File: config.mk
export PLATFORM = sky130hd
export DESIGN_NAME = tick_count_decimal_formatter
export DESIGN_NICKNAME = d
export VERILOG_FILES = /design/src/rtl/tcdf_pkg.sv /design/src/rtl/tcdf_front.sv /design/src/rtl/tcdf_queue.sv /design/src/rtl/tcdf_back.sv /design/src/rtl/tick_count_decimal_formatter.sv
export SDC_FILE = /design/constraint.sdc
export NUM_CORES = 1
export LEC_CHECK = 0
export BUFFER_PORTS_ARGS = -buffer_cell sky130_fd_sc_hd__buf_2
export CAP_MARGIN = 10
export CORE_AREA = 3 3 245 247
export CTS_BUF_LIST = sky130_fd_sc_hd__clkbuf_2
export CTS_CLUSTER_SIZE = 14
export DETAILED_ROUTE_END_ITERATION = 7
export DIE_AREA = 0 0 248 250
export SLEW_MARGIN = 25
export SYNTH_ARGS = -nofsm -noshare
export SYNTH_HDL_FRONTEND = slang
export SYNTH_HIERARCHICAL = 1
export SYNTH_SLANG_ARGS = --single-unit
File: constraint.sdc
create_clock -name aclk -period 13.55 [get_ports aclk]
set_input_delay 2.0325 -clock aclk [delete_from_list [all_inputs] [get_ports aclk]]
set_output_delay 2.0325 -clock aclk [all_outputs]
set_load 0.1 [all_outputs]
File: src/rtl/tcdf_pkg.sv
`default_nettype none
// ----------------------------------------------------------------------------
// tcdf_pkg
// Shared types, character codes and helpers for the tick count formatter.
// ----------------------------------------------------------------------------
package tcdf_pkg;

    localparam int TICK_W      = 20;
    localparam int CHAR_W      = 8;
    localparam int MIN_W       = 8;
    localparam int BCD_DIGITS  = 7;
    localparam int BCD_W       = 4 * BCD_DIGITS;
    localparam int CNT_W       = 5;
    localparam int NUM_SLOTS   = 10;
    localparam int SLOT_W      = 4;
    localparam int QUEUE_DEPTH = 2;
    localparam int QPTR_W      = 1;
    localparam int QCNT_W      = 2;

    // 6000 is 16 times 375. The minute count is ((ticks >> 4) * 89479) >> 25,
    // which is exact for every 16-bit value of ticks >> 4.
    localparam int PRE_SHIFT   = 4;
    localparam int QIN_W       = TICK_W - PRE_SHIFT;
    localparam int RECIP_W     = 17;
    localparam int RECIP_SHIFT = 25;
    localparam int PROD_W      = QIN_W + RECIP_W;

    localparam logic [RECIP_W-1:0] RECIP_375     = 17'd89479;
    localparam logic [CNT_W-1:0]   LAST_STEP     = CNT_W'(TICK_W - 1);
    localparam logic [SLOT_W-1:0]  LAST_SLOT     = SLOT_W'(NUM_SLOTS - 1);
    localparam logic [TICK_W-1:0]  TICKS_PER_MIN = 20'd6000;

    localparam logic [CHAR_W-1:0] CH_CR    = 8'h0D;
    localparam logic [CHAR_W-1:0] CH_LF    = 8'h0A;
    localparam logic [CHAR_W-1:0] CH_COLON = 8'h3A;
    localparam logic [CHAR_W-1:0] CH_POINT = 8'h2E;
    localparam logic [CHAR_W-1:0] CH_ONE   = 8'h31;
    localparam logic [CHAR_W-1:0] CH_TWO   = 8'h32;
    localparam logic [CHAR_W-1:0] CH_THREE = 8'h33;
    localparam logic [CHAR_W-1:0] CH_QUIT  = 8'h71;
    localparam logic [3:0]        DIGIT_HI = 4'h3;

    typedef struct packed {
        logic [CHAR_W-1:0] command_char;
        logic [TICK_W-1:0] tick_count;
    } tcdf_in_t;

    typedef struct packed {
        logic [CHAR_W-1:0] out_char;
        logic              last_char;
    } tcdf_out_t;

    typedef enum logic [1:0] {
        CMD_MMSS,
        CMD_POINT,
        CMD_RAW,
        CMD_QUIT
    } tcdf_cmd_t;

    typedef struct packed {
        tcdf_cmd_t         cmd;
        logic [TICK_W-1:0] ticks;
    } tcdf_job_t;

    typedef enum logic [2:0] {
        ST_IDLE,
        ST_DIV,
        ST_XFER,
        ST_CONV,
        ST_EMIT
    } tcdf_state_t;

    // Shift-and-add-3 conversion of one byte into three BCD digits.
    function automatic logic [11:0] byte_to_bcd(input logic [MIN_W-1:0] value);
        logic [11:0]      bcd;
        logic [MIN_W-1:0] bin;
        bcd = '0;
        bin = value;
        for (int i = 0; i < MIN_W; i++) begin
            for (int d = 0; d < 3; d++) begin
                if (bcd[4*d +: 4] >= 4'd5) begin
                    bcd[4*d +: 4] = bcd[4*d +: 4] + 4'd3;
                end
            end
            bcd = {bcd[10:0], bin[MIN_W-1]};
            bin = {bin[MIN_W-2:0], 1'b0};
        end
        return bcd;
    endfunction

endpackage
`default_nettype wire

File: src/rtl/tcdf_front.sv
`default_nettype none
// ----------------------------------------------------------------------------
// tcdf_front
// Accepts command transactions, decodes them and holds the halted flag.
// ----------------------------------------------------------------------------
module tcdf_front (
    input  wire logic                aclk,
    input  wire logic                aresetn,
    input  wire logic                s_valid,
    output logic                     s_ready,
    input  tcdf_pkg::tcdf_in_t       s_data,
    output logic                     push_valid,
    input  wire logic                push_ready,
    output tcdf_pkg::tcdf_job_t      push_job
);
    import tcdf_pkg::*;

    logic      halted_reg;
    logic      halted_next;
    logic      known;
    tcdf_cmd_t cmd;

    always_comb begin
        known = 1'b1;
        cmd   = CMD_RAW;
        case (s_data.command_char)
            CH_ONE:   cmd = CMD_MMSS;
            CH_TWO:   cmd = CMD_POINT;
            CH_THREE: cmd = CMD_RAW;
            CH_QUIT:  cmd = CMD_QUIT;
            default:  known = 1'b0;
        endcase
    end

    // Unknown commands and everything after quit are taken and dropped.
    assign push_valid     = s_valid && known && !halted_reg;
    assign s_ready        = push_ready || !known || halted_reg;
    assign push_job.cmd   = cmd;
    assign push_job.ticks = s_data.tick_count;

    assign halted_next = halted_reg || (push_valid && push_ready && cmd == CMD_QUIT);

    always_ff @(posedge aclk) begin
        if (!aresetn) begin
            halted_reg <= 1'b0;
        end else begin
            halted_reg <= halted_next;
        end
    end

endmodule
`default_nettype wire

File: src/rtl/tcdf_queue.sv
`default_nettype none
// ----------------------------------------------------------------------------
// tcdf_queue
// Two-entry queue of decoded jobs between the front and back parts.
// ----------------------------------------------------------------------------
module tcdf_queue (
    input  wire logic                aclk,
    input  wire logic                aresetn,
    input  wire logic                push_valid,
    output logic                     push_ready,
    input  tcdf_pkg::tcdf_job_t      push_job,
    output logic                     pop_valid,
    input  wire logic                pop_ready,
    output tcdf_pkg::tcdf_job_t      pop_job
);
    import tcdf_pkg::*;

    tcdf_job_t         entry_reg [QUEUE_DEPTH];
    logic [QPTR_W-1:0] wr_ptr_reg;
    logic [QPTR_W-1:0] wr_ptr_next;
    logic [QPTR_W-1:0] rd_ptr_reg;
    logic [QPTR_W-1:0] rd_ptr_next;
    logic [QCNT_W-1:0] count_reg;
    logic [QCNT_W-1:0] count_next;
    logic              do_push;
    logic              do_pop;

    assign push_ready = count_reg != QCNT_W'(QUEUE_DEPTH);
    assign pop_valid  = count_reg != '0;
    assign pop_job    = entry_reg[rd_ptr_reg];
    assign do_push    = push_valid && push_ready;
    assign do_pop     = pop_valid && pop_ready;

    always_comb begin
        wr_ptr_next = do_push ? wr_ptr_reg + QPTR_W'(1) : wr_ptr_reg;
        rd_ptr_next = do_pop  ? rd_ptr_reg + QPTR_W'(1) : rd_ptr_reg;
        count_next  = count_reg;
        if (do_push && !do_pop) begin
            count_next = count_reg + QCNT_W'(1);
        end else if (do_pop && !do_push) begin
            count_next = count_reg - QCNT_W'(1);
        end
    end

    always_ff @(posedge aclk) begin
        if (!aresetn) begin
            wr_ptr_reg <= '0;
            rd_ptr_reg <= '0;
            count_reg  <= '0;
        end else begin
            wr_ptr_reg <= wr_ptr_next;
            rd_ptr_reg <= rd_ptr_next;
            count_reg  <= count_next;
        end
    end

    always_ff @(posedge aclk) begin
        if (do_push) begin
            entry_reg[wr_ptr_reg] <= push_job;
        end
    end

endmodule
`default_nettype wire

File: src/rtl/tcdf_back.sv
`default_nettype none
// ----------------------------------------------------------------------------
// tcdf_back
// Divides, converts to decimal and streams the response characters.
// ----------------------------------------------------------------------------
module tcdf_back (
    input  wire logic                aclk,
    input  wire logic                aresetn,
    input  wire logic                pop_valid,
    output logic                     pop_ready,
    input  tcdf_pkg::tcdf_job_t      pop_job,
    output logic                     m_valid,
    input  wire logic                m_ready,
    output tcdf_pkg::tcdf_out_t      m_data
);
    import tcdf_pkg::*;

    tcdf_state_t       state_reg;
    tcdf_state_t       state_next;
    tcdf_cmd_t         cmd_reg;
    tcdf_cmd_t         cmd_next;
    logic [TICK_W-1:0] shift_reg;
    logic [TICK_W-1:0] shift_next;
    logic [BCD_W-1:0]  bcd_reg;
    logic [BCD_W-1:0]  bcd_next;
    logic [MIN_W-1:0]  min_reg;
    logic [MIN_W-1:0]  min_next;
    logic [CNT_W-1:0]  cnt_reg;
    logic [CNT_W-1:0]  cnt_next;
    logic [SLOT_W-1:0] slot_reg;
    logic [SLOT_W-1:0] slot_next;
    logic              m_valid_reg;
    logic              m_valid_next;
    tcdf_out_t         m_data_reg;
    tcdf_out_t         m_data_next;

    logic              out_free;
    logic              load;
    logic [PROD_W-1:0] div_prod;
    logic [TICK_W-1:0] min_ticks;
    logic [TICK_W-1:0] rem_calc;
    logic [BCD_W-1:0]  bcd_adj;
    logic [11:0]       min_bcd;
    logic [BCD_DIGITS-1:0] nz;
    logic [CHAR_W-1:0] slot_char [NUM_SLOTS];
    logic [NUM_SLOTS-1:0] emask;

    assign out_free = !m_valid_reg || m_ready;
    assign m_valid  = m_valid_reg;
    assign m_data   = m_data_reg;

    // Minute count by reciprocal multiplication, then the ticks left over.
    assign div_prod  = PROD_W'(shift_reg[TICK_W-1:PRE_SHIFT]) * PROD_W'(RECIP_375);
    assign min_ticks = TICK_W'(min_reg) * TICKS_PER_MIN;
    assign rem_calc  = shift_reg - min_ticks;

    always_comb begin
        for (int d = 0; d < BCD_DIGITS; d++) begin
            bcd_adj[4*d +: 4] = (bcd_reg[4*d +: 4] >= 4'd5) ?
                                bcd_reg[4*d +: 4] + 4'd3 : bcd_reg[4*d +: 4];
        end
    end

    // Place tests: a place is shown when any digit at or above it is nonzero.
    always_comb begin
        logic acc;
        acc = 1'b0;
        for (int k = BCD_DIGITS - 1; k >= 0; k--) begin
            acc   = acc || (bcd_reg[4*k +: 4] != 4'd0);
            nz[k] = acc;
        end
    end

    assign min_bcd = byte_to_bcd(min_reg);

    // Character template of the response, one slot per possible character.
    always_comb begin
        for (int s = 0; s < NUM_SLOTS; s++) begin
            slot_char[s] = {DIGIT_HI, 4'd0};
        end
        emask        = '0;
        slot_char[0] = CH_CR;
        slot_char[1] = CH_LF;
        slot_char[2] = CH_CR;
        emask[1:0]   = 2'b11;
        emask[2]     = cmd_reg != CMD_QUIT;
        case (cmd_reg)
            CMD_MMSS: begin
                slot_char[3] = {DIGIT_HI, min_bcd[7:4]};
                emask[3]     = min_reg >= MIN_W'(10);
                slot_char[4] = {DIGIT_HI, min_bcd[3:0]};
                emask[4]     = min_reg != '0;
                slot_char[5] = CH_COLON;
                emask[5]     = 1'b1;
                slot_char[6] = {DIGIT_HI, bcd_reg[15:12]};
                emask[6]     = bcd_reg[15:12] != 4'd0;
                slot_char[7] = {DIGIT_HI, bcd_reg[11:8]};
                emask[7]     = bcd_reg[15:8] != 8'd0;
            end
            CMD_POINT: begin
                for (int k = 2; k < 6; k++) begin
                    slot_char[8-k] = {DIGIT_HI, bcd_reg[4*k +: 4]};
                    emask[8-k]     = nz[k];
                end
                slot_char[7] = CH_POINT;
                emask[7]     = 1'b1;
                for (int k = 0; k < 2; k++) begin
                    slot_char[9-k] = {DIGIT_HI, bcd_reg[4*k +: 4]};
                    emask[9-k]     = nz[k];
                end
            end
            CMD_RAW: begin
                for (int k = 0; k < 6; k++) begin
                    slot_char[8-k] = {DIGIT_HI, bcd_reg[4*k +: 4]};
                    emask[8-k]     = nz[k];
                end
            end
            default: begin
            end
        endcase
    end

    // Next state.
    always_comb begin
        state_next = state_reg;
        case (state_reg)
            ST_IDLE: begin
                if (pop_valid) begin
                    case (pop_job.cmd)
                        CMD_MMSS: state_next = ST_DIV;
                        CMD_QUIT: state_next = ST_EMIT;
                        default:  state_next = ST_CONV;
                    endcase
                end
            end
            ST_DIV:  state_next = ST_XFER;
            ST_XFER: state_next = ST_CONV;
            ST_CONV: begin
                if (cnt_reg == LAST_STEP) begin
                    state_next = ST_EMIT;
                end
            end
            ST_EMIT: begin
                if (out_free && slot_reg == LAST_SLOT) begin
                    state_next = ST_IDLE;
                end
            end
            default: state_next = ST_IDLE;
        endcase
    end

    // Outputs and datapath.
    always_comb begin
        pop_ready  = 1'b0;
        cmd_next   = cmd_reg;
        shift_next = shift_reg;
        bcd_next   = bcd_reg;
        min_next   = min_reg;
        cnt_next   = cnt_reg;
        slot_next  = slot_reg;
        load       = 1'b0;
        case (state_reg)
            ST_IDLE: begin
                pop_ready = 1'b1;
                if (pop_valid) begin
                    cmd_next   = pop_job.cmd;
                    shift_next = pop_job.ticks;
                    bcd_next   = '0;
                    cnt_next   = '0;
                    slot_next  = '0;
                end
            end
            ST_DIV: begin
                min_next = div_prod[RECIP_SHIFT +: MIN_W];
            end
            ST_XFER: begin
                // Convert the ticks left over after the whole minutes.
                shift_next = rem_calc;
                bcd_next   = '0;
                cnt_next   = '0;
            end
            ST_CONV: begin
                bcd_next   = {bcd_adj[BCD_W-2:0], shift_reg[TICK_W-1]};
                shift_next = {shift_reg[TICK_W-2:0], 1'b0};
                cnt_next   = (cnt_reg == LAST_STEP) ? '0 : cnt_reg + CNT_W'(1);
            end
            ST_EMIT: begin
                if (out_free) begin
                    load      = emask[slot_reg];
                    slot_next = (slot_reg == LAST_SLOT) ? '0 : slot_reg + SLOT_W'(1);
                end
            end
            default: begin
            end
        endcase
    end

    always_comb begin
        m_valid_next = load || (m_valid_reg && !m_ready);
        m_data_next  = m_data_reg;
        if (load) begin
            m_data_next.out_char  = slot_char[slot_reg];
            m_data_next.last_char = (emask >> slot_reg) == NUM_SLOTS'(1);
        end
    end

    always_ff @(posedge aclk) begin
        if (!aresetn) begin
            state_reg   <= ST_IDLE;
            cnt_reg     <= '0;
            slot_reg    <= '0;
            m_valid_reg <= 1'b0;
        end else begin
            state_reg   <= state_next;
            cnt_reg     <= cnt_next;
            slot_reg    <= slot_next;
            m_valid_reg <= m_valid_next;
        end
    end

    always_ff @(posedge aclk) begin
        cmd_reg    <= cmd_next;
        shift_reg  <= shift_next;
        bcd_reg    <= bcd_next;
        min_reg    <= min_next;
        m_data_reg <= m_data_next;
    end

    a_rem_below_divisor : assert property (@(posedge aclk) disable iff (!aresetn)
        (state_reg == ST_XFER) |-> (min_ticks <= shift_reg && rem_calc < TICKS_PER_MIN))
        else $error("leftover ticks are not below one minute");

    a_step_count_range : assert property (@(posedge aclk) disable iff (!aresetn)
        (state_reg == ST_CONV) |-> (cnt_reg <= LAST_STEP))
        else $error("iteration counter ran past the last step");

    a_idle_after_emit : assert property (@(posedge aclk) disable iff (!aresetn)
        (state_reg == ST_EMIT && out_free && slot_reg == LAST_SLOT)
        |=> (state_reg == ST_IDLE && slot_reg == '0))
        else $error("emit phase did not end after the last slot");

endmodule
`default_nettype wire

File: src/rtl/tick_count_decimal_formatter.sv
`default_nettype none
// ----------------------------------------------------------------------------
// tick_count_decimal_formatter
// Answers command characters with a text line built from a tick count.
// ----------------------------------------------------------------------------
//
//   Channel  Direction  Payload                               Handshake
//   s_       in         command_char[8], tick_count[20]       s_valid / s_ready
//   m_       out        out_char[8], last_char[1]             m_valid / m_ready
//
// The front part decodes each command transaction in its accept cycle.
// Unknown characters, and every transaction after a quit command, are
// accepted and dropped. Known commands go into a two-entry job queue.
// For '1' the back part loads the job, finds the minutes by a reciprocal
// multiply, takes the leftover ticks, runs a 20-step binary to BCD
// conversion and steps through ten character slots. '2' and '3' skip the
// minute steps, and 'q' goes from the load straight to the slots.
// The character slots share the output register; a stalled m_ready holds
// the back part while the front keeps filling the queue. Reset clears the
// halted flag, the queue and the back part's control state.
//
// ----------------------------------------------------------------------------
module tick_count_decimal_formatter (
    input  wire logic                aclk,
    input  wire logic                aresetn,
    input  wire logic                s_valid,
    output logic                     s_ready,
    input  tcdf_pkg::tcdf_in_t       s_data,
    output logic                     m_valid,
    input  wire logic                m_ready,
    output tcdf_pkg::tcdf_out_t      m_data
);
    import tcdf_pkg::*;

    // Front to queue.
    logic      push_valid;
    logic      push_ready;
    tcdf_job_t push_job;

    // Queue to back.
    logic      pop_valid;
    logic      pop_ready;
    tcdf_job_t pop_job;

    // Decodes commands and tracks whether a quit has been seen.
    tcdf_front u_front (
        .aclk       (aclk),
        .aresetn    (aresetn),
        .s_valid    (s_valid),
        .s_ready    (s_ready),
        .s_data     (s_data),
        .push_valid (push_valid),
        .push_ready (push_ready),
        .push_job   (push_job)
    );

    // Lets a new command be taken while a response is still streaming out.
    tcdf_queue u_queue (
        .aclk       (aclk),
        .aresetn    (aresetn),
        .push_valid (push_valid),
        .push_ready (push_ready),
        .push_job   (push_job),
        .pop_valid  (pop_valid),
        .pop_ready  (pop_ready),
        .pop_job    (pop_job)
    );

    // Works out the decimal digits and sends one transaction per character.
    tcdf_back u_back (
        .aclk      (aclk),
        .aresetn   (aresetn),
        .pop_valid (pop_valid),
        .pop_ready (pop_ready),
        .pop_job   (pop_job),
        .m_valid   (m_valid),
        .m_ready   (m_ready),
        .m_data    (m_data)
    );

endmodule
`default_nettype wire

# --- After elaboration in Yosys (flattened, before gate mapping) ---
# Memory sizes are Yosys's and may differ from the RTL's. A register that Yosys moved wholly into a read port is not among the register bits.
# Cells that the tools add are included.
totals:
  register_bits: 85
  latchBits: 0
  mem_bits_rw: 44
  rom_bits: 0
  input_bits: 32
  output_inout_bits: 11
  word_cells: 177
  mem_count: 1
classes:
  n_addsub: 21
  mul: 2
  div: 0
  magnitude_cmp: 17
  eq_ne: 21
  shift: 1
  n_mux: 52
  bitwise_logic: 1
  n_reduce_logical: 47
memory_table:
  columns: ["name", "depth", "width", "rd", "rd_clocked_by_memory_dff", "wr", "line", "rtl"]
  rows:
  - ["u_queue.entry_reg", 2, 22, 1, 1, 1, "tcdf_queue.sv:18", "tcdf_job_t entry_reg [QUEUE_DEPTH];"]
op_table:
  columns: ["op", "n"]
  rows:
  - ["$pmux W36 S3", 1]
  - ["$pmux W28 S3", 1]
  - ["$mux W4", 15]
  - ["$pmux W20 S3", 1]
  - ["$ge A4 B3 Y1 const B", 12]
  - ["$add A4 B2 Y4 const B", 10]
  - ["$mul A16 B17 Y33 const B", 1]
  - ["$bmux W8 S4", 1]
  - ["$pmux W5 S3", 2]
  - ["$mux W28", 1]
  - ["$reduce_bool A4 Y1", 7]
  - ["$eq A8 B6 Y1 const B", 3]
  - ["$mux W20", 1]
  - ["$sub A20 B20 Y20", 1]
  - ["$mux W3", 6]
  - ["$mul A8 B9 Y16 const B", 1]
  - ["$mux W8", 2]
  - ["$pmux W4 S2", 2]
  - ["$reduce_bool A8 Y1", 2]
  - ["$pmux W3 S5", 1]
  - ["$logic_or A1 B1 Y1", 11]
  - ["$eq A10 B1 Y1 const B", 1]
  - ["$mux W1", 10]
  - ["$mux W5", 2]
  - ["37 further kinds", 67]

# --- Logic depth before layout (Yosys ltp) ---
# Gate-level depths: netlist of run 1.
logic_depth:
  word_depth: 14
  depth_mapped: 24
  depth_no_buf: 24

# --- Hierarchy ---
# The synthesis of run 1 kept the hierarchy.
by_module_without_submodules:
  columns: ["module", "n_inst", "cells_per_inst", "area_each_um2", "seq_area_each_um2"]
  rows:
  - ["tcdf_back", 1, 1320, 12338.1, 2212.1]
  - ["tcdf_queue", 1, 92, 1821.7, 1421.4]
  - ["tcdf_front", 1, 36, 281.5, 20.0]

# --- Least setup slack after synthesis of run 1 ---
# No wires, ideal clock.
synth_path:
  path_kind: "register -> register"
  from: "register u_back.shift_reg[11]"
  to: "register u_back.min_reg[7] (data pin)"
  setup_ns: 0.266
  arrival_ns: 5.684
  required_ns: 13.284
  slack_ns: 7.600
  stages_incl_launch_ff: 18
  n_path_buf: 0
  synth_period_minus_slack_ns: 5.950
  path_cell_list: "edfxtp_1 > fa_1 > inv_1 > fa_1 > inv_1 > ha_1 > fa_1 > fa_1 > fa_1 > ha_1 > nand4_1 > or3_1 > or4_1 > a311oi_1 > o21a_1 > o21a_1 > o41ai_1 > xnor2_1"
synth_between:
  elab_chain_cells: 1
synth_lines:
  columns: ["element", "line", "rtl"]
  rows:
  - ["start: declaration", "tcdf_back.sv:22", "logic [TICK_W-1:0] shift_reg;"]
  - ["start signal: assignment", "tcdf_back.sv:223", "shift_reg <= shift_next;"]
  - ["$mul A16 B17 Y33", "tcdf_back.sv:53", "assign div_prod = PROD_W'(shift_reg[TICK_W-1:PRE_SHIFT]) * PROD_W'(RECIP_375);"]
  - ["via u_back.div_prod[32]", "tcdf_back.sv:39", "logic [PROD_W-1:0] div_prod;"]
  - ["end signal: assignment", "tcdf_back.sv:225", "min_reg <= min_next;"]
  - ["end: declaration", "tcdf_back.sv:26", "logic [MIN_W-1:0] min_reg;"]
# The timed path passes the listed nets, and every way through them passes these cells.
# A chain may end at the register's enable or synchronous reset.

# --- Final worst setup path of run 1 ---
layout_path:
  from: "register u_back.shift_reg[11]"
  to: "register u_back.min_reg[6] (data pin)"
# The elaborated chain is that of the path after synthesis.

==> parameters.txt, run 1 <==
Parameter                              Value

Status
  Status    finished clean

Critical path
  Required time worst endpoint    ~14 ns
  CP endpoint kind    flop
  Type of origin of the critical path    flop
  Crit path kind    reg2reg
  Worst Path Max Fanout    8
  Arrival time at the worst endpoint    between 6 and 7 ns

Timing
  Max-Slew Margin vs Limit    between 30% and 40%
  Tightest Pin Transition    around 1 ns
  Worst Skew    between 0.06 and 0.07 ns
  Unrepaired setup endpoints after global routing    no
  Fin crit period    between 6 and 7 ns
  Pins over their slew limit    0
  Post-Route Setup TNS    0 ns
  Maximum achievable frequency    around 0.16 GHz
  Final setup fails    0
  Hold violation count in the final report    0
  Tcrit/Tclk final    ~47%
  Post-Route Hold Slack    around 0.51 ns

Floorplanning
  Standard-cell rows    88
  Total I/O pin count    43
  Die extent in x    roughly 250 um
  Height of the die    around 250 um
  Total Die Area    between 60000 and 70000 um2
  Initial core utilization    around 25%
  Placeable Area    57800 um2

Synthesis
  Top cells by area, synth    sky130_fd_sc_hd__edfxtp_1 (23%), sky130_fd_sc_hd__ha_1 (21%), sky130_fd_sc_hd__fa_1 (16%), sky130_fd_sc_hd__inv_1 (6.0%), sky130_fd_sc_hd__a21oi_1 (2.8%)
  Prevailing post-synth register cell    sky130_fd_sc_hd__edfxtp_1
  Post-synth design cell area    approximately 14000 um2
  Mean Syn Cell Area    approximately 10 um2
  Cell taking the most area after synthesis    sky130_fd_sc_hd__edfxtp_1
  Synth Register Bits    ~130
  Post-Syn Instances    between 1000 and 1500
  Number of enable flip-flop cells after synthesis    109
  Synth cell types    95
  Count of warnings emitted by yosys    6
  Share of the synthesized area in the top cell type    around 23%
  Async SR Flop Fraction    0%
  Share of synthesized area occupied by flip-flops and latches    25.3%

Global route
  Global route total overflow    0
  Maximum number of pins on one net before global-route repair    49
  Number of global-route vias before repair    approximately 10000
  First-pass GRT wire length    approximately 53 mm
  Gr usage total    10.5%
  Number of antenna violations at the first check in global routing    3

Route
  Routed vias    a little over 10000
  Vias per cell    between 4 and 5
  Router iterations before antenna repair    5
  Per-cell routed wire length    ~14 um
  Antenna-violating nets left    0
  DR iter-0 viols    778
  DRC errors left    0
  Total wire length    around 32 mm

CTS
  Clock insertion delay at the later pin of the skew report    0.74 ns
  Htree depth    4
  Count of buffers added by post-CTS timing repair for setup    0
  TritonCTS clock tree    built
  Resized Gates After CTS    0
  Sink Count    128
  TritonCTS Buffers    17
  Clock slew at the register clock pins of the worst setup and hold paths    ~0.26 ns
  Hold-fix buffers, CTS    0
  Root Buffer    sky130_fd_sc_hd__clkbuf_2
  Max clock buf depth    2

Placement
  Number of buffer cells added on primary ports    40
  Post-detailed-placement half-perimeter wirelength    25.9 mm
  Final weighted congestion in routability-driven placement    around 0.91

Finish
  Layout cells sized above 1    9.31%
  Commonest cells after routing, fill and taps aside    sky130_fd_sc_hd__ha_1 (237), sky130_fd_sc_hd__inv_1 (229), sky130_fd_sc_hd__fa_1 (119)
  Nets    ~1800
  Filler cell count in the final layout    just over 6000
  Flip-flop count of the largest register after layout    44
  Final core occ    between 20 and 30%
  Signed area change from the synthesized netlist to the final layout    7.73%
  Most common cell after layout, fill and taps aside    sky130_fd_sc_hd__ha_1

Worst hold path
  Path class of the lowest-slack min-delay path    reg2reg

Job
  Number of maximum-capacitance violations    0
final cells by class:
type	count	area, um2	area share, %
inverter	231	867	5.57
clock inverter	14	104	0.668
antenna	1	2.50	0.0161
sequential	128	3650	23.5
tap	765	957	6.15
clock buffer	18	90.1	0.579
timing repair buffer	46	249	1.60
multi-input combinational	1035	9630	61.9
layer usage:
metal	wire, um	vias to the layer above	global-route usage (%)
met5	0	-	0
met4	461	0	2.45
met3	1130	31	1.39
met2	14800	216	16.9
met1	15600	4955	15.0
li1	-	4979	-
critical path, stage by stage (launching register included):
cell and delay, ns:
sky130_fd_sc_hd__edfxtp_1 0.58, sky130_fd_sc_hd__fa_1 0.62, sky130_fd_sc_hd__inv_1 0.06, sky130_fd_sc_hd__fa_1 0.50, sky130_fd_sc_hd__inv_1 0.04, sky130_fd_sc_hd__ha_1 0.29
sky130_fd_sc_hd__fa_1 0.52, sky130_fd_sc_hd__fa_1 0.53, sky130_fd_sc_hd__fa_1 0.49, sky130_fd_sc_hd__ha_1 0.31, sky130_fd_sc_hd__nand4_1 0.12, sky130_fd_sc_hd__or3_1 0.39
sky130_fd_sc_hd__or4_1 0.59, sky130_fd_sc_hd__a311oi_1 0.50, sky130_fd_sc_hd__o21a_1 0.21, sky130_fd_sc_hd__o21a_1 0.18, sky130_fd_sc_hd__o22a_1 0.18, sky130_fd_sc_hd__xor2_1 0.15
final timing paths:
path,startpoint,endpoint,slack [ns],depth (start not counted)
hold reg to reg,u_front/halted_reg$_SDFF_PN0_,u_front/halted_reg$_SDFF_PN0_,0.51,2
setup reg to reg,u_back/shift_reg[11]$_DFFE_PP_,u_back/min_reg[6]$_DFFE_PP_,7.23,17
hold / removal,u_front/halted_reg$_SDFF_PN0_,u_front/halted_reg$_SDFF_PN0_,0.51,2
setup / recovery,u_back/shift_reg[11]$_DFFE_PP_,u_back/min_reg[6]$_DFFE_PP_,7.23,17
through the flow:
stage	setup WS (ns)	area, um2	std cells
floorplan	7.60	14400	1449
global placement	7.25	15300	2204
detailed placement	7.10	15400	2205
CTS	7.16	15600	2237
global route	6.83	15600	2238
finish	7.23	15600	2238
cell families after synthesis:
group	synth area share (%)
mux	2.82
compound gates	12.0
buf+inv	8.07
flops	25.3
simple gates	11.1
other cells	0.0260
fa+ha+maj	37.0
xor+xnor	3.73
Yosys cell counts (4+ instances only):
| cell | number |
|---|---|
| sky130_fd_sc_hd__nor2_1 | 90 |
| sky130_fd_sc_hd__and2_1 | 9 |
| sky130_fd_sc_hd__o21ai_0 | 48 |
| sky130_fd_sc_hd__a22oi_1 | 6 |
| sky130_fd_sc_hd__xor2_1 | 22 |
| sky130_fd_sc_hd__or2_2 | 8 |
| sky130_fd_sc_hd__edfxtp_1 | 109 |
| sky130_fd_sc_hd__mux2i_1 | 11 |
| sky130_fd_sc_hd__nand4_1 | 11 |
| sky130_fd_sc_hd__a221oi_1 | 12 |
| sky130_fd_sc_hd__nand2_1 | 85 |
| sky130_fd_sc_hd__o31ai_1 | 6 |
| sky130_fd_sc_hd__nand3_1 | 14 |
| sky130_fd_sc_hd__fa_1 | 119 |
| sky130_fd_sc_hd__nor2b_1 | 15 |
| sky130_fd_sc_hd__or3_1 | 10 |
| sky130_fd_sc_hd__o21bai_1 | 9 |
| sky130_fd_sc_hd__a21oi_1 | 81 |
| sky130_fd_sc_hd__inv_1 | 229 |
| sky130_fd_sc_hd__clkbuf_1 | 25 |
| sky130_fd_sc_hd__and3_1 | 6 |
| sky130_fd_sc_hd__buf_1 | 5 |
| sky130_fd_sc_hd__xnor2_1 | 32 |
| sky130_fd_sc_hd__ha_1 | 237 |
| sky130_fd_sc_hd__o21a_1 | 11 |
| sky130_fd_sc_hd__nand2b_1 | 17 |
| sky130_fd_sc_hd__a21o_1 | 12 |
| sky130_fd_sc_hd__nand3b_1 | 4 |
| sky130_fd_sc_hd__a31oi_1 | 8 |
| sky130_fd_sc_hd__a211oi_1 | 6 |
| sky130_fd_sc_hd__dfxtp_1 | 19 |
| sky130_fd_sc_hd__a21boi_0 | 7 |
| sky130_fd_sc_hd__nor3b_1 | 4 |
| sky130_fd_sc_hd__nor3_1 | 31 |
| sky130_fd_sc_hd__mux2_2 | 23 |
| sky130_fd_sc_hd__buf_4 | 22 |
Power of run 1 is left out: the tool's default activity adds up to more than one toggle a clock period on the data nets, which glitch-free logic cannot reach.
==> run 2, diff against run 1 <==
==> constraint.sdc (replaced) <==
create_clock -name aclk -period 6 [get_ports aclk]
set_input_delay 0.9 -clock aclk [delete_from_list [all_inputs] [get_ports aclk]]
set_output_delay 0.9 -clock aclk [all_outputs]
set_load 0.1 [all_outputs]
==> run 2 against run 1 <==
  * Worst hold slack got worse by 0.22 ns
  * Sequential share of layout area decreased by 1.0 points
  * Global-route usage rose by 0.28 points
  * Maximum frequency increased by 8.1%
  * Count of clock-buffer cells in the layout shrank 1
  * Final cell count is 2.7% higher
  * Critical path depth is the same
  * Critical endpoint unchanged
  * Via count rose by 1.7%
==> parameters.txt, run 2 (same netlist as run 1, synthesis figures left out) <==
Parameter                              Value

Timing
  Final setup slack of the worst path    0.154 ns (-7.07 ns)
  Final setup fails    0 (unchanged)
  Unrepaired setup endpoints after global routing    yes
  Tcrit/Tclk final    97.4% (+51 points)
  Fin crit period    5.85 ns (-0.476 ns)
  Worst Skew    0.0521 ns (-0.0104 ns)
  Max-Slew Margin vs Limit    34.2% (+1.2 points)
  Maximum achievable frequency    0.171 GHz (+8.1%)
  Hold violation count in the final report    0 (unchanged)
  Tightest Pin Transition    0.985 ns (-0.0173 ns)
  Pins over their slew limit    0 (unchanged)

Route
  DRC errors left    0 (unchanged)
  Antenna-violating nets left    0 (unchanged)
  Routed vias    10354 (+1.7%)
  DR iter-0 viols    560 (-28%)
  Router iterations before antenna repair    5 (unchanged)
  Total wire length    33.3 mm (+4.0%)
  Vias per cell    4.50 (-1.0%)
  Per-cell routed wire length    14.5 um (+1.2%)

Critical path
  Crit path kind    reg2reg
  Required time worst endpoint    6.52 ns (-7.66 ns)
  CP endpoint kind    flop
  Type of origin of the critical path    flop
  Arrival time at the worst endpoint    6.37 ns (-0.58 ns)
  Cell depth of the worst flop-to-flop path    17 (unchanged)
  Worst Path Max Fanout    4 (-4)

Finish
  Flip-flop count of the largest register after layout    44 (unchanged)
  Signed area change from the synthesized netlist to the final layout    12.8%
  Layout cells sized above 1    15.0% (+5.7 points)
  Finished Cell Area    16300 um2 (+4.7%)
  Nets    1907 (+3.2%)
  Most common cell after layout, fill and taps aside    sky130_fd_sc_hd__ha_1
  Commonest cells after routing, fill and taps aside    sky130_fd_sc_hd__ha_1 (226), sky130_fd_sc_hd__inv_1 (224), sky130_fd_sc_hd__edfxtp_1 (109)

CTS
  Clock insertion delay at the later pin of the skew report    0.74 ns (about the same)
  Clock slew at the register clock pins of the worst setup and hold paths    0.29 ns (+0.03 ns)
  Max clock buf depth    2 (unchanged)
  Root Buffer    sky130_fd_sc_hd__clkbuf_2
  Sink Count    128 (unchanged)
  Htree depth    4 (unchanged)
  TritonCTS Buffers    17 (unchanged)
  TritonCTS clock tree    built

Global route
  Number of antenna violations at the first check in global routing    3 (unchanged)
  Maximum number of pins on one net before global-route repair    49 (unchanged)
  Gr usage total    10.8% (+0.28 points)
  First-pass GRT wire length    54.4 mm (+3.2%)
  Number of global-route vias before repair    10626 (+5.8%)
  Global route total overflow    0 (unchanged)

Floorplanning
  Placeable Area    57800 um2 (unchanged)
  Die extent in x    248 um (unchanged)
  Standard-cell rows    88 (unchanged)
  Total Die Area    62000 um2 (unchanged)
  Total I/O pin count    43 (unchanged)
  Height of the die    250 um (unchanged)
  Initial core utilization    25.0% (unchanged)

Worst hold path
  Hold Crit Depth    1 (-1)
  Path class of the lowest-slack min-delay path    in2reg

Placement
  Post-detailed-placement half-perimeter wirelength    26.8 mm (+3.6%)
  Post-Place Worst Slack    -0.143 ns (-7.24 ns)
  Number of buffer cells added on primary ports    40 (unchanged)
  Post-place instance area    15700 um2 (+2.3%)
  Final weighted congestion in routability-driven placement    0.907 (about the same)

Status
  Status    finished clean

Job
  Number of maximum-capacitance violations    0 (unchanged)
==> run 2: timing repair <==
item                       4_1_cts  5_1_grt
pin swaps                        6       46
resized for setup                3       35
setup endpoints to repair        4        6
setup buffers                    0       13
hold buffers                     0        0
==> run 2: final timing paths <==
| path | start | endpoint | slack [ns] |
|---|---|---|---|
| max | u_back/shift_reg[7]$_DFFE_PP_ | u_back/min_reg[6]$_DFFE_PP_ | 0.15 |
| min | s_data[2] | u_queue/entry_reg[1][2]$_DFFE_PP_ | 0.29 |
| max reg2reg | u_back/shift_reg[7]$_DFFE_PP_ | u_back/min_reg[6]$_DFFE_PP_ | 0.15 |
| min reg2reg | u_front/halted_reg$_SDFF_PN0_ | u_front/halted_reg$_SDFF_PN0_ | 0.50 |
==> run 2: through the flow <==
stage,instances,hold WS (ns),util (%),TNS [ns]
3_3_place_gp,2251,0.459,27.2,-0.0802
5_1_grt,2299,0.195,28.2,-0.0851
3_5_place_dp,2252,0.477,27.2,-0.361
4_1_cts,2284,0.214,27.7,0
6_report,2299,0.293,28.2,0
2_1_floorplan,1449,0.446,-,0
==> run 2: layout make-up <==
class                           instances  area (um2)
Antenna cell                            2        5.00
Clock buffer                           17        85.1
Clock inverter                         15         188
Fill cell                            6028       41500
Inverter                              231         870
Multi-Input combinational cell       1035        9820
Sequential cell                       128        3650
Tap cell                              765         957
Timing Repair Buffer                  106         707
==> run 2: worst max-delay path, stage by stage, from the launching register on <==
cell and delay [ns]:
sky130_fd_sc_hd__edfxtp_1 0.58, sky130_fd_sc_hd__ha_4 0.34, sky130_fd_sc_hd__inv_4 0.04, sky130_fd_sc_hd__fa_1 0.53, sky130_fd_sc_hd__inv_1 0.06, sky130_fd_sc_hd__fa_1 0.53, sky130_fd_sc_hd__fa_2 0.46, sky130_fd_sc_hd__fa_1 0.53
sky130_fd_sc_hd__fa_1 0.45, sky130_fd_sc_hd__ha_4 0.30, sky130_fd_sc_hd__nand2_2 0.04, sky130_fd_sc_hd__or3_4 0.37, sky130_fd_sc_hd__or4_4 0.45, sky130_fd_sc_hd__a311oi_2 0.28, sky130_fd_sc_hd__o21a_1 0.17, sky130_fd_sc_hd__o21a_1 0.20
sky130_fd_sc_hd__o22a_1 0.19, sky130_fd_sc_hd__xor2_1 0.07
==> run 2: per-layer routing <==
metal  wire length [um]  part of all wire [%]  up-vias  GRT usage (%)
li1                   -                     -     5089              -
met1              16100                    48     5028           15.2
met2              15400                    46      198           17.4
met3               1170                   3.5       39           1.26
met4                573                   1.7        0           3.08
met5                  0                     0        -              0
Power of run 2 is left out for the same reason.
==> run 3, diff against run 2 <==
--- a/config.mk
+++ b/config.mk
@@ -5,13 +5,14 @@
 export SDC_FILE = /design/constraint.sdc
 export NUM_CORES = 1
 export LEC_CHECK = 0
+export ABC_AREA = 1
 export BUFFER_PORTS_ARGS = -buffer_cell sky130_fd_sc_hd__buf_2
 export CAP_MARGIN = 10
-export CORE_AREA = 3 3 245 247
+export CORE_AREA = 3 3 247 249
 export CTS_BUF_LIST = sky130_fd_sc_hd__clkbuf_2
 export CTS_CLUSTER_SIZE = 14
 export DETAILED_ROUTE_END_ITERATION = 7
-export DIE_AREA = 0 0 248 250
+export DIE_AREA = 0 0 250 252
 export SLEW_MARGIN = 25
 export SYNTH_ARGS = -nofsm -noshare
 export SYNTH_HDL_FRONTEND = slang
==> constraint.sdc (replaced) <==
create_clock -name aclk -period 6 [get_ports aclk]
set_input_delay 0.9 -clock aclk [delete_from_list [all_inputs] [get_ports aclk]]
set_output_delay 0.9 -clock aclk [all_outputs]
set_load 0.02 [all_outputs]
==> run 3 against run 2 <==
  * Design area decreased by 0.71%
  * Sequential share of layout area increased by 0.16 points
  * Synthesized area increased by 1.8%
  * Critical path type unchanged
  * Clock skew increased by 0.014 ns
==> parameters.txt, run 3 <==
Parameter                              Value

Global route
  Gr usage total    10.9% (+0.047 points)
  Global route total overflow    0 (unchanged)
  First-pass GRT wire length    56.0 mm (+2.9%)
  Number of antenna violations at the first check in global routing    1 (-2)
  Number of global-route vias before repair    11027 (+3.8%)
  Maximum number of pins on one net before global-route repair    45 (-8.2%)

Critical path
  Dominant delay contributor by cell family on the critical path    adder cells
  Slowest stage delay, CP    0.55 ns (-0.03 ns)
  WP buf/inv    5 (+3)
  Launch point of the worst reg-to-reg path    u_back/min_reg[3]$_DFFE_PP_
  Reg2reg setup slack    0.35 ns (+0.20 ns)
  Required time worst endpoint    6.43 ns (-0.09 ns)
  Slowest cell on crit path    sky130_fd_sc_hd__fa_1
  Critical R2R Capture    u_back/shift_reg[19]$_DFFE_PP_
  Cell depth of the worst flop-to-flop path    25 (+8)
  Crit path kind    reg2reg
  Worst Path Max Fanout    5 (+1)
  Arrival time at the worst endpoint    6.08 ns (-0.29 ns)
  Type of origin of the critical path    flop
  CP endpoint kind    flop

Route
  Vias per cell    4.52 (+0.42%)
  DR iter-0 viols    669 (+19%)
  Total wire length    34.3 mm (+3.1%)
  Met2 wirelength from detailed routing    16.1 mm (+4.2%)
  Router iterations before antenna repair    5 (unchanged)
  Met3 wire len    1.60 mm (+37%)
  Routed vias    11212 (+8.3%)
  Per-cell routed wire length    13.8 um (-4.4%)
  Antenna-violating nets left    0 (unchanged)
  DRC errors left    0 (unchanged)
  Top sig layer    met4
  Post-route met1 wirelength    16.0 mm (-0.90%)

Synthesis
  Number of enable flip-flop cells after synthesis    109 (unchanged)
  Count of warnings emitted by yosys    6 (unchanged)
  Share of the synthesized area in the top cell type    22.3% (-0.40 points)
  Top cells by area, synth    sky130_fd_sc_hd__edfxtp_1 (22%), sky130_fd_sc_hd__ha_1 (20%), sky130_fd_sc_hd__fa_1 (16%), sky130_fd_sc_hd__inv_1 (8.7%), sky130_fd_sc_hd__nand2_1 (5.5%)
  Synth cell types    56 (-41%)
  Most frequent cell after synthesis    sky130_fd_sc_hd__inv_1
  Prevailing post-synth register cell    sky130_fd_sc_hd__edfxtp_1
  Top cells by instance count after synthesis    sky130_fd_sc_hd__inv_1 (340), sky130_fd_sc_hd__ha_1 (237), sky130_fd_sc_hd__nand2_1 (215)
  Share of synthesized area occupied by flip-flops and latches    24.9% (-0.44 points)
  Mean Syn Cell Area    8.96 um2 (-10%)
  Async SR Flop Fraction    0% (unchanged)
  Post-Syn Instances    1640 (+13%)
  Synth Register Bits    128 (unchanged)
  Cell taking the most area after synthesis    sky130_fd_sc_hd__edfxtp_1
  Post-synth design cell area    14700 um2 (+1.8%)

Placement
  Final weighted congestion in routability-driven placement    0.909 (+0.21%)
  Post-detailed-placement half-perimeter wirelength    28.7 mm (+7.2%)
  Inst Count DP    2436 (+8.2%)
  Number of buffer cells added on primary ports    40 (unchanged)
  Post-Place Worst Slack    0.203 ns (+0.346 ns)

Timing
  Max-Slew Margin vs Limit    34.3% (+0.037 points)
  Final setup fails    0 (unchanged)
  Tightest Pin Transition    0.984 ns (-0.000550 ns)
  Final setup slack of the worst path    0.352 ns (+0.199 ns)
  Fin crit period    5.65 ns (-0.199 ns)
  Maximum achievable frequency    0.177 GHz (+3.5%)
  Worst Skew    0.0657 ns (+0.0136 ns)
  Tcrit/Tclk final    94.1% (-3.3 points)
  Pins over their slew limit    0 (unchanged)
  Hold violation count in the final report    0 (unchanged)

Finish
  Layout cells sized above 1    11.2% (-3.8 points)
  Flip-flop count of the largest register after layout    44 (unchanged)
  Sequential Area    3650 um2 (unchanged)
  Final core occ    27.4% (-0.72 points)
  Commonest cells after routing, fill and taps aside    sky130_fd_sc_hd__inv_1 (338), sky130_fd_sc_hd__ha_1 (237), sky130_fd_sc_hd__nand2_1 (215)
  Most common cell after layout, fill and taps aside    sky130_fd_sc_hd__inv_1
  Filler cell count in the final layout    6212 (+3.1%)
  Multi-input combinational cell area    9510 um2 (-3.1%)
  Nets    2080 (+9.1%)
  Signed area change from the synthesized netlist to the final layout    10.0%
  Count of non-filler cells in the finished layout    2479 (+7.8%)

Floorplanning
  Standard-cell rows    89 (+1.1%)
  Die extent in x    250 um (+0.81%)
  Initial core utilization    25.0% (-0.032 points)
  Placeable Area    58900 um2 (+1.9%)
  Total Die Area    63000 um2 (+1.6%)
  Total I/O pin count    43 (unchanged)
  Height of the die    252 um (+0.80%)

Status
  Status    finished clean

CTS
  TritonCTS clock tree    built
  Clock insertion delay at the later pin of the skew report    0.71 ns (-0.03 ns)
  Root Buffer    sky130_fd_sc_hd__clkbuf_2
  Max clock buf depth    2 (unchanged)
  Clock slew at the register clock pins of the worst setup and hold paths    0.22 ns (-0.07 ns)
  Htree depth    4 (unchanged)
  Hold-fix buffers, CTS    0 (unchanged)
  Sink Count    128 (unchanged)
  TritonCTS Buffers    17 (unchanged)

Worst hold path
  Path class of the lowest-slack min-delay path    in2reg
  Worst-case hold path end point    u_queue/entry_reg[1][16]$_DFFE_PP_
  Worst hold path startpoint    s_data[16]
  Hold Crit Depth    1 (unchanged)

Job
  Number of maximum-capacitance violations    0 (unchanged)
## run 3: per-layer routing
metal	GRT usage [%]	up-vias
li1	-	5508
met5	0	-
met4	3.07	0
met1	14.6	5385
met2	18.1	276
met3	1.77	43
## run 3: metrics by stage
step,hold WS [ns],TNS (ns),instance area (um2)
6_report,0.385,0,16200
5_1_grt,0.259,-0.0784,16200
4_1_cts,0.273,0,16100
3_5_place_dp,0.478,0,15800
3_3_place_gp,0.467,0,15800
2_1_floorplan,0.456,0,14700
## run 3: timing repair
action / in CTS / in global routing
setup buffers: 0 / 10
setup endpoints to repair: 0 / 3
gates resized for setup: 0 / 4
## run 3: cell families (layout without fill, tap and decap cells)
kind of cell / after synthesis / count (layout) / share of synthesized area (%)
AND/OR/NAND/NOR: 449 / 449 / 13.6
flip-flops: 128 / 128 / 24.9
AO/OA/AOI/OAI: 267 / 267 / 11.1
multiplexers: 22 / 22 / 1.69
buffers and inverters: 388 / 452 / 10.6
XOR/XNOR: 29 / 29 / 1.73
other: 1 / 3 / 0.0255
adder cells (fa/ha/maj): 356 / 356 / 36.4
## run 3: worst max path at each step
stage / startpoint / cells past startpoint / slack, ns / end
2_1_floorplan: u_back/min_reg[5]$_DFFE_PP_ / 25 / 0.50 / u_back/shift_reg[19]$_DFFE_PP_
3_3_place_gp: u_back/min_reg[6]$_DFFE_PP_ / 25 / 0.21 / u_back/shift_reg[19]$_DFFE_PP_
3_5_place_dp: u_back/min_reg[6]$_DFFE_PP_ / 25 / 0.20 / u_back/shift_reg[19]$_DFFE_PP_
4_1_cts: u_back/min_reg[6]$_DFFE_PP_ / 25 / 0.13 / u_back/shift_reg[19]$_DFFE_PP_
5_1_grt: u_back/min_reg[2]$_DFFE_PP_ / 26 / -0.08 / u_back/shift_reg[19]$_DFFE_PP_
6_report: u_back/min_reg[3]$_DFFE_PP_ / 25 / 0.35 / u_back/shift_reg[19]$_DFFE_PP_
## run 3: layout make-up
cell class                 instances  area share, %
clock buffer                      18          0.557
sequential                       128           22.6
multi-input combinational       1125           58.8
antenna                            1         0.0155
clock inverter                    14           1.25
tap                              773           5.98
timing repair buffer              69           2.58
inverter                         351           8.16
Power of run 3 is left out for the same reason.
